**config.mk**
```make
export PLATFORM = sky130hd
export DESIGN_NAME = four_wheel_pid_speed_control
export DESIGN_NICKNAME = d
export VERILOG_FILES = /design/src/hw/rtl/fwpid_pkg.sv /design/src/hw/rtl/four_wheel_pid_speed_control.sv /design/src/hw/rtl/fwpid_mac.sv
export SDC_FILE = /design/constraint.sdc
export NUM_CORES = 2
export LEC_CHECK = 0
export ABC_AREA = 1
export BUFFER_PORTS_ARGS = -buffer_cell sky130_fd_sc_hd__buf_2
export CAP_MARGIN = 20
export CORE_MARGIN = 10
export CORE_UTILIZATION = 35
export DETAILED_ROUTE_END_ITERATION = 7
export PLACE_DENSITY = 0.6
export SLEW_MARGIN = 30
export SYNTH_ARGS = -nofsm -noshare
export SYNTH_HDL_FRONTEND = slang
export SYNTH_SLANG_ARGS = --single-unit
```
**constraint.sdc**
```tcl
create_clock -name clk -period 13.38 [get_ports clk]
set_clock_uncertainty 0.15 [all_clocks]
set_input_delay 2.676 -clock clk [delete_from_list [all_inputs] [get_ports clk]]
set_output_delay 2.676 -clock clk [all_outputs]
set_load 0.05 [all_outputs]
```
**src/hw/rtl/fwpid_pkg.sv**
```systemverilog
package fwpid_pkg;

  localparam int NUM_WHEELS  = 4;
  localparam int WHEEL_W     = 2;
  localparam int FRAC_BITS   = 8;
  localparam int COUNT_WRAP  = 30000;
  localparam int ERR_W       = 28;
  localparam int SUM_W       = 40;
  localparam int ACC_W       = 58;
  localparam int MUL_W       = 16;
  localparam int STEP_W      = 4;
  localparam int SPEED_SHIFT = 16 - FRAC_BITS;
  localparam int OUT_SHIFT   = 8 + FRAC_BITS;
  localparam int CFG_IDX_W   = 3;
  localparam int CFG_DATA_W  = 24;

  typedef enum logic [CFG_IDX_W-1:0] {
    REG_GAIN_PROP      = 3'd0,
    REG_GAIN_INTEG     = 3'd1,
    REG_GAIN_DERIV     = 3'd2,
    REG_DRIVE_LIMIT    = 3'd3,
    REG_COUNT_TO_SPEED = 3'd4,
    REG_DERIV_WINDOW   = 3'd5
  } reg_idx_t;

  typedef enum logic [3:0] {
    S_IDLE,
    S_SPEED,
    S_SPD_WAIT,
    S_ERR,
    S_P_WAIT,
    S_I_WAIT,
    S_D_WAIT,
    S_FIN,
    S_DONE
  } fsm_t;

  typedef struct packed {
    logic                    start;
    logic                    clear;
    logic signed [ACC_W-1:0] mcand;
    logic [MUL_W-1:0]        mplier;
  } mac_req_t;

  typedef struct packed {
    logic busy;
    logic done;
  } mac_sts_t;

  function automatic logic signed [ERR_W-1:0] sat_err(input logic signed [32:0] x);
    logic signed [32:0] hi;
    logic signed [32:0] lo;
    hi = 33'sd134217727;
    lo = -33'sd134217728;
    if (x > hi) return hi[ERR_W-1:0];
    if (x < lo) return lo[ERR_W-1:0];
    return x[ERR_W-1:0];
  endfunction

  function automatic logic signed [SUM_W-1:0] sat_sum(input logic signed [SUM_W:0] x);
    logic signed [SUM_W:0] hi;
    logic signed [SUM_W:0] lo;
    hi = {2'b00, {(SUM_W-1){1'b1}}};
    lo = {2'b11, {(SUM_W-1){1'b0}}};
    if (x > hi) return hi[SUM_W-1:0];
    if (x < lo) return lo[SUM_W-1:0];
    return x[SUM_W-1:0];
  endfunction

endpackage

```
**src/hw/rtl/four_wheel_pid_speed_control.sv**
```systemverilog
// throughput: one tick at a time; in_stall stays high from accept until the result is loaded,
// so no new tick is taken while one is in progress; a stalled output beat holds off the load
// the bit-serial multiplier (3 or 4 products per wheel, the fourth only when the derivative
// term is active) sets the rate
// reset: synchronous active-low rst_n clears error history, sums, control and restores
// register defaults
module four_wheel_pid_speed_control
  import fwpid_pkg::*;
(
  input  logic                  clk,
  input  logic                  rst_n,
  input  logic                  cfg_we,
  input  logic [CFG_IDX_W-1:0]  cfg_idx,
  input  logic [CFG_DATA_W-1:0] cfg_wdata,
  input  logic                  in_valid,
  output logic                  in_stall,
  input  logic signed [15:0]    in_enc_count_0,
  input  logic signed [15:0]    in_enc_count_1,
  input  logic signed [15:0]    in_enc_count_2,
  input  logic signed [15:0]    in_enc_count_3,
  input  logic signed [15:0]    in_target_0,
  input  logic signed [15:0]    in_target_1,
  input  logic signed [15:0]    in_target_2,
  input  logic signed [15:0]    in_target_3,
  output logic                  out_valid,
  input  logic                  out_stall,
  output logic signed [15:0]    out_drive_0,
  output logic signed [15:0]    out_drive_1,
  output logic signed [15:0]    out_drive_2,
  output logic signed [15:0]    out_drive_3
);

  // configuration registers
  logic [15:0] gain_prop_r, gain_integ_r, gain_deriv_r, deriv_window_r;
  logic [14:0] drive_limit_r;
  logic [23:0] count_to_speed_r;

  always_ff @(posedge clk) begin
    if (!rst_n) begin
      gain_prop_r      <= 16'd614;
      gain_integ_r     <= 16'd256;
      gain_deriv_r     <= 16'd0;
      drive_limit_r    <= 15'd999;
      count_to_speed_r <= 24'd212323;
      deriv_window_r   <= 16'd100;
    end else if (cfg_we) begin
      case (cfg_idx)
        REG_GAIN_PROP:      gain_prop_r      <= cfg_wdata[15:0];
        REG_GAIN_INTEG:     gain_integ_r     <= cfg_wdata[15:0];
        REG_GAIN_DERIV:     gain_deriv_r     <= cfg_wdata[15:0];
        REG_DRIVE_LIMIT:    drive_limit_r    <= cfg_wdata[14:0];
        REG_COUNT_TO_SPEED: count_to_speed_r <= cfg_wdata[23:0];
        REG_DERIV_WINDOW:   deriv_window_r   <= cfg_wdata[15:0];
        default: ;
      endcase
    end
  end

  // sequencer state
  fsm_t                state_r, state_nxt;
  logic [WHEEL_W-1:0]  wheel_r;
  logic                rneg_r;
  logic                out_valid_r;

  // latched input beat
  logic signed [15:0]  cnt_r [NUM_WHEELS];
  logic signed [15:0]  tgt_r [NUM_WHEELS];

  // per-wheel pid history
  logic signed [ERR_W-1:0] err_now_r   [NUM_WHEELS];
  logic signed [ERR_W-1:0] err_prev_r  [NUM_WHEELS];
  logic signed [ERR_W-1:0] err_prev2_r [NUM_WHEELS];
  logic signed [SUM_W-1:0] err_sum_r   [NUM_WHEELS];

  logic signed [15:0] drv_r  [NUM_WHEELS];
  logic signed [15:0] dout_r [NUM_WHEELS];

  mac_req_t                mac_req;
  mac_sts_t                mac_sts;
  logic signed [ACC_W-1:0] mac_acc;

  fwpid_mac u_mac (
    .clk   (clk),
    .rst_n (rst_n),
    .req   (mac_req),
    .sts   (mac_sts),
    .acc   (mac_acc)
  );

  wire in_acc   = in_valid && !in_stall;
  wire out_free = !out_valid_r || !out_stall;

  // truncating remainder by the wrap count: one compare and correction
  logic signed [15:0] cnt_cur, rem;
  logic [15:0]        rem_mag;
  always_comb begin
    cnt_cur = cnt_r[wheel_r];
    if (cnt_cur >= 16'(COUNT_WRAP))       rem = cnt_cur - 16'(COUNT_WRAP);
    else if (cnt_cur <= -16'(COUNT_WRAP)) rem = cnt_cur + 16'(COUNT_WRAP);
    else                                  rem = cnt_cur;
    rem_mag = rem[15] ? 16'(-rem) : rem;
  end

  // error from the speed product; magnitude shift keeps truncation toward zero
  logic [30:0]             spd_mag;
  logic signed [31:0]      speed;
  logic signed [23:0]      tgt_q;
  logic signed [32:0]      diff;
  logic signed [ERR_W-1:0] e_new;
  logic signed [SUM_W-1:0] sum_new;
  always_comb begin
    spd_mag = mac_acc[SPEED_SHIFT +: 31];
    speed   = rneg_r ? -$signed({1'b0, spd_mag}) : $signed({1'b0, spd_mag});
    tgt_q   = {tgt_r[wheel_r], {FRAC_BITS{1'b0}}};
    diff    = 33'(tgt_q) - 33'(speed);
    e_new   = sat_err(diff);
    sum_new = sat_sum(41'(err_sum_r[wheel_r]) + 41'(e_new));
  end

  // derivative operand and window test
  logic signed [30:0] d_term;
  logic               d_on;
  always_comb begin
    d_term = 31'(err_now_r[wheel_r]) - (31'(err_prev_r[wheel_r]) <<< 1)
           + 31'(err_prev2_r[wheel_r]);
    d_on   = 29'(err_now_r[wheel_r]) < $signed({5'b0, deriv_window_r, {FRAC_BITS{1'b0}}});
  end

  // pid sum to integer (toward zero) and clamp
  logic signed [ACC_W-1:0]           biased;
  logic signed [ACC_W-OUT_SHIFT-1:0] val, lim;
  logic signed [15:0]                drv_val;
  always_comb begin
    biased = mac_acc + (mac_acc[ACC_W-1] ? ACC_W'({OUT_SHIFT{1'b1}}) : '0);
    val    = biased[ACC_W-1:OUT_SHIFT];
    lim    = (ACC_W-OUT_SHIFT)'(drive_limit_r);
    if (val > lim)       drv_val = 16'(lim);
    else if (val < -lim) drv_val = 16'(-lim);
    else                 drv_val = 16'(val);
  end

  // next state
  always_comb begin
    state_nxt = state_r;
    case (state_r)
      S_IDLE:     if (in_acc) state_nxt = S_SPEED;
      S_SPEED:    state_nxt = S_SPD_WAIT;
      S_SPD_WAIT: if (mac_sts.done) state_nxt = S_ERR;
      S_ERR:      state_nxt = S_P_WAIT;
      S_P_WAIT:   if (mac_sts.done) state_nxt = S_I_WAIT;
      S_I_WAIT:   if (mac_sts.done) state_nxt = d_on ? S_D_WAIT : S_FIN;
      S_D_WAIT:   if (mac_sts.done) state_nxt = S_FIN;
      S_FIN:      state_nxt = (wheel_r == WHEEL_W'(NUM_WHEELS-1)) ? S_DONE : S_SPEED;
      S_DONE:     if (out_free) state_nxt = S_IDLE;
      default:    state_nxt = S_IDLE;
    endcase
  end

  // multiplier requests: speed, then p, i and (windowed) d products
  always_comb begin
    mac_req = '0;
    case (state_r)
      S_SPEED: begin
        mac_req.start  = 1'b1;
        mac_req.clear  = 1'b1;
        mac_req.mcand  = ACC_W'({1'b0, count_to_speed_r});
        mac_req.mplier = rem_mag;
      end
      S_ERR: begin
        mac_req.start  = 1'b1;
        mac_req.clear  = 1'b1;
        mac_req.mcand  = ACC_W'(err_now_r[wheel_r]);
        mac_req.mplier = gain_prop_r;
      end
      S_P_WAIT: begin
        mac_req.start  = mac_sts.done;
        mac_req.mcand  = ACC_W'(err_sum_r[wheel_r]);
        mac_req.mplier = gain_integ_r;
      end
      S_I_WAIT: begin
        mac_req.start  = mac_sts.done && d_on;
        mac_req.mcand  = ACC_W'(d_term);
        mac_req.mplier = gain_deriv_r;
      end
      default: ;
    endcase
  end

  always_ff @(posedge clk) begin
    if (!rst_n) begin
      state_r     <= S_IDLE;
      wheel_r     <= '0;
      out_valid_r <= 1'b0;
      for (int i = 0; i < NUM_WHEELS; i++) begin
        err_now_r[i]   <= '0;
        err_prev_r[i]  <= '0;
        err_prev2_r[i] <= '0;
        err_sum_r[i]   <= '0;
      end
    end else begin
      state_r <= state_nxt;
      if (in_acc) wheel_r <= '0;
      else if (state_r == S_FIN) wheel_r <= wheel_r + 1'b1;
      if (state_r == S_SPD_WAIT && mac_sts.done) begin
        err_prev2_r[wheel_r] <= err_prev_r[wheel_r];
        err_prev_r[wheel_r]  <= err_now_r[wheel_r];
        err_now_r[wheel_r]   <= e_new;
        err_sum_r[wheel_r]   <= sum_new;
      end
      if (state_r == S_DONE && out_free) out_valid_r <= 1'b1;
      else if (!out_stall)               out_valid_r <= 1'b0;
    end
  end

  // payload registers
  always_ff @(posedge clk) begin
    if (in_acc) begin
      cnt_r[0] <= in_enc_count_0;
      cnt_r[1] <= in_enc_count_1;
      cnt_r[2] <= in_enc_count_2;
      cnt_r[3] <= in_enc_count_3;
      tgt_r[0] <= in_target_0;
      tgt_r[1] <= in_target_1;
      tgt_r[2] <= in_target_2;
      tgt_r[3] <= in_target_3;
    end
    if (state_r == S_SPEED) rneg_r <= rem[15];
    if (state_r == S_FIN) drv_r[wheel_r] <= drv_val;
    if (state_r == S_DONE && out_free) begin
      for (int i = 0; i < NUM_WHEELS; i++) dout_r[i] <= drv_r[i];
    end
  end

  assign in_stall    = (state_r != S_IDLE);
  assign out_valid   = out_valid_r;
  assign out_drive_0 = dout_r[0];
  assign out_drive_1 = dout_r[1];
  assign out_drive_2 = dout_r[2];
  assign out_drive_3 = dout_r[3];

endmodule

```
**src/hw/rtl/fwpid_mac.sv**
```systemverilog
module fwpid_mac
  import fwpid_pkg::*;
(
  input  logic                    clk,
  input  logic                    rst_n,
  input  mac_req_t                req,
  output mac_sts_t                sts,
  output logic signed [ACC_W-1:0] acc
);

  logic signed [ACC_W-1:0] acc_r, acc_nxt;
  logic signed [ACC_W-1:0] mcand_r, mcand_nxt;
  logic [MUL_W-1:0]        mplier_r, mplier_nxt;
  logic [STEP_W-1:0]       cnt_r, cnt_nxt;
  logic                    busy_r, busy_nxt;
  logic                    done_r, done_nxt;

  // one multiplier bit per cycle, lsb first
  always_comb begin
    acc_nxt    = acc_r;
    mcand_nxt  = mcand_r;
    mplier_nxt = mplier_r;
    cnt_nxt    = cnt_r;
    busy_nxt   = busy_r;
    done_nxt   = 1'b0;
    if (req.start) begin
      acc_nxt    = req.clear ? '0 : acc_r;
      mcand_nxt  = req.mcand;
      mplier_nxt = req.mplier;
      cnt_nxt    = '0;
      busy_nxt   = 1'b1;
    end else if (busy_r) begin
      if (mplier_r[0]) acc_nxt = acc_r + mcand_r;
      mcand_nxt  = mcand_r <<< 1;
      mplier_nxt = mplier_r >> 1;
      cnt_nxt    = cnt_r + 1'b1;
      if (cnt_r == {STEP_W{1'b1}}) begin
        busy_nxt = 1'b0;
        done_nxt = 1'b1;
      end
    end
  end

  always_ff @(posedge clk) begin
    acc_r    <= acc_nxt;
    mcand_r  <= mcand_nxt;
    mplier_r <= mplier_nxt;
    cnt_r    <= cnt_nxt;
    if (!rst_n) begin
      busy_r <= 1'b0;
      done_r <= 1'b0;
    end else begin
      busy_r <= busy_nxt;
      done_r <= done_nxt;
    end
  end

  assign sts.busy = busy_r;
  assign sts.done = done_r;
  assign acc      = acc_r;

endmodule

```
==> flow_metrics.py <==
metrics = {
    "run_status": {
        "outcome": "completed",
    },
    "routing": {
        "first_iter_violations": 4282,
        "vias": 46800,
        "ant_nets": 0,
        "post_drt_wl_per_cell_um": 21.5,
        "totalWireLength_um": 189000,
        "dr.pass1.iters": 6,
        "drc_errors": 0,
        "viasPerCell": 5.33,
    },
    "synth": {
        "synth_fp_nets": 6840,
        "ys_seq_area_share_pct": 51.4,
        "ys.flop_type": "edfxtp_1",
        "yosys_warnings": 0,
        "synth-async-reset-ratio_pct": 0,
        "syn_inst": 6397,
        "synth.avg_cell_area_sq_um": 8.80,
        "synth-seq-cells": 1003,
        "synth_top_area_share_pct": 47.2,
        "synth.distinct_cells": 65,
        "synth_edf_count": 885,
        "yosys-top-cells-area": "edfxtp_1 (47%), nand2_1 (8.3%), nor2_1 (6.8%), ha_1 (5.6%), a21oi_1 (5.4%)",
        "yosysTopAreaCell": "edfxtp_1",
        "synth_area_sq_um": 56300,
    },
    "placement": {
        "gp_congestion": 0.956,
        "dp.cells": 8564,
        "placed_cell_area_sq_um": 59600,
        "numPortBuffers": 225,
        "dp_hpwl_um": 134000,
    },
    "grt": {
        "grt_pass1_wl_um": 281000,
        "track_usage_pct": 20.3,
        "antenna_found_initial": 6,
        "grt_pass1_vias": 45100,
        "grt_overflow": 0,
        "grt_max_degree": 125,
    },
    "worst_setup_path": {
        "cp_max_fo": 77,
        "arrival_ps": 10060,
        "rrSetupSlack_ps": 3630,
        "r2r-start": "u_mac.acc[8]",
        "crit_slowest_cell": "buf_4",
        "cp.required_ps": 13700,
        "cp-end-kind": "flop",
        "cpMostUsedCell": "nand2_1",
        "max_stage_delay_ps": 690,
        "worstSetupPathType": "reg -> reg",
        "critPathLaunchType": "flop",
        "cp-startpoint": "u_mac.acc[8]",
    },
    "cts": {
        "cts_tree": "yes",
        "clk_pin_slew_ps": 60,
        "cts_sinks": 1003,
        "cts_resized": 0,
        "cts_hold_buf": 0,
        "htreeDepth": 3,
        "cts_root_buf": "clkbuf_16",
        "post_cts_buffers": 0,
        "numCtsBuffers": 105,
        "clk_path_buf_depth": 3,
        "clk_latency_ps": 760,
    },
    "finish": {
        "fin_util_pct": 39.4,
        "seq_area_sq_um": 28900,
        "nets": 6955,
        "syn2layout_area_growth_pct": 12.0,
        "final_layout_size_suffix_gt1_share_pct": 8.72,
        "nFillCells": 16000,
        "final_area_sq_um": 63100,
        "multi_input_area_sq_um": 24100,
        "layout.cells.non_filler": 8766,
    },
    "sta": {
        "finalSetupTns_ps": 0,
        "maxClockFrequency_mhz": 103,
        "hold_violations": 0,
        "setup_viol": 0,
        "rsz0062_at_grt": "no",
        "slew_viol_final": 0,
        "slew_headroom_pct": 27.8,
        "finalCriticalPeriod_ps": 9750,
        "min_period_over_period_pct": 72.8,
        "max_slew.worst_pin.slew_ps": 1080,
    },
    "power": {
        "power_frac_seq_pct": 27.4,
        "vdd_drop_max_mv": 0.201,
        "powerDensity_nw_per_um2": 260,
        "p_sw_share_pct": 49.7,
        "switchingPower_w": 0.00816,
        "comb_power_share_pct": 54.5,
        "p_clk_share_pct": 18.1,
        "power.leakage_nw": 26.0,
        "internal_power_w": 0.00824,
    },
    "floorplan": {
        "ios": 226,
        "die_h_um": 421,
        "die_area_sq_um": 177000,
        "coreArea_sq_um": 160000,
        "row_count": 147,
        "dieWidth_um": 421,
        "initial_core_util_pct": 35.2,
    },
    "worst_hold_path": {
        "holdCritPathClass": "reg -> reg",
        "hold_start": "drv_r[1][4]",
    },
    "run": {
        "maxCapViolations": 0,
    },
}
metal layers:
| layer | part of all wire, % | GRT usage [%] |
|---|---|---|
| met5 | 0.0069 | 0 |
| met4 | 4.7 | 9.49 |
| met3 | 6.5 | 2.99 |
| met2 | 48 | 34.1 |
| met1 | 41 | 25.7 |
worst max-delay path: cells and delay by family, from the launching register on:
family / cells / cell delay [ps]
AND/OR/NAND/NOR: 19 / 3990
AO/OA/AOI/OAI: 9 / 1870
buffers and inverters: 4 / 1350
adder cells (fa/ha/maj): 3 / 950
flip-flops: 1 / 530
XOR/XNOR: 3 / 480
final cells by class:
class,instances,area share [%]
well taps,2160,4.29
multi-input cells,4535,38.3
flip-flops and latches,1003,45.9
clock buffers,130,4.43
repair buffers,279,2.53
clock inverters,68,1.05
diodes,3,0.0119
inverters,588,3.52
synthesized netlist by cell type, types with 55 or more instances:
cell type	n
o22ai_1	62
a31oi_1	67
edfxtp_1	885
ha_1	253
inv_1	575
nor3_1	67
a21oi_1	608
nor2_1	1020
clkbuf_1	170
dfxtp_1	118
buf_2	55
xor2_1	85
nand3_1	246
o21ai_0	413
nand2_1	1246
path summary, 6_finish.rpt:
check | cells after the start | to
min | 0 | dout_r[1][4]
max | 38 | err_sum_r[3][21]
max reg2reg | 38 | err_sum_r[3][21]
min reg2reg | 0 | dout_r[1][4]
metrics by stage:
step	hold WS, ps	total power (W)	setup WS, ps
finish	265	0.0164	3630
global route	270	0.0175	2740
CTS	266	0.0163	3740
detailed placement	255	0.0133	3790
global placement	251	0.0133	3980
floorplan	250	0.0106	2570
layout by cell type (no fill, tap or decap), types with 85 or more instances in the layout:
cell type,n
a21oi_1,608
inv_1,571
buf_2,225
clkbuf_16,107
nand2_1,1238
o21ai_0,413
dfxtp_1,116
edfxtp_1,885
nor2_1,1011
ha_1,253
nand3_1,245
xor2_1,85
sequential cells by signal, summed over array words and instances (netlist names), 15 cells and up, named ones only:
register,count
err_now_r,112
dout_r,64
gain_prop_r,16
cnt_r,64
gain_integ_r,16
u_mac.mplier_r,16
err_sum_r,160
drive_limit_r,15
err_prev2_r,112
gain_deriv_r,16
u_mac.acc,58
count_to_speed_r,24
u_mac.mcand_r,58
err_prev_r,112
tgt_r,64
deriv_window_r,16
drv_r,64
kinds of logic (layout without fill, tap and decap cells):
logic type / after synthesis / count (layout) / share of synthesized area [%]
compound gates: 1386 / 1386 / 14.0
flops: 1003 / 1003 / 51.4
fa+ha+maj: 283 / 283 / 6.69
other cells: 0 / 3 / 0
xor+xnor: 113 / 113 / 1.77
simple gates: 2753 / 2753 / 20.1
buf+inv: 859 / 1065 / 6.02
power groups by stage:
stage / Sequential [W] / Combinational (W) / Clock, W
finish: 0.00449 / 0.00894 / 0.00297
global route: 0.00452 / 0.00985 / 0.00314
CTS: 0.00448 / 0.00881 / 0.00303
detailed placement: 0.00454 / 0.00874 / 0
global placement: 0.00453 / 0.00872 / 0
floorplan: 0.00434 / 0.00624 / 0
Note: power is estimated with default switching activity, not from simulation.
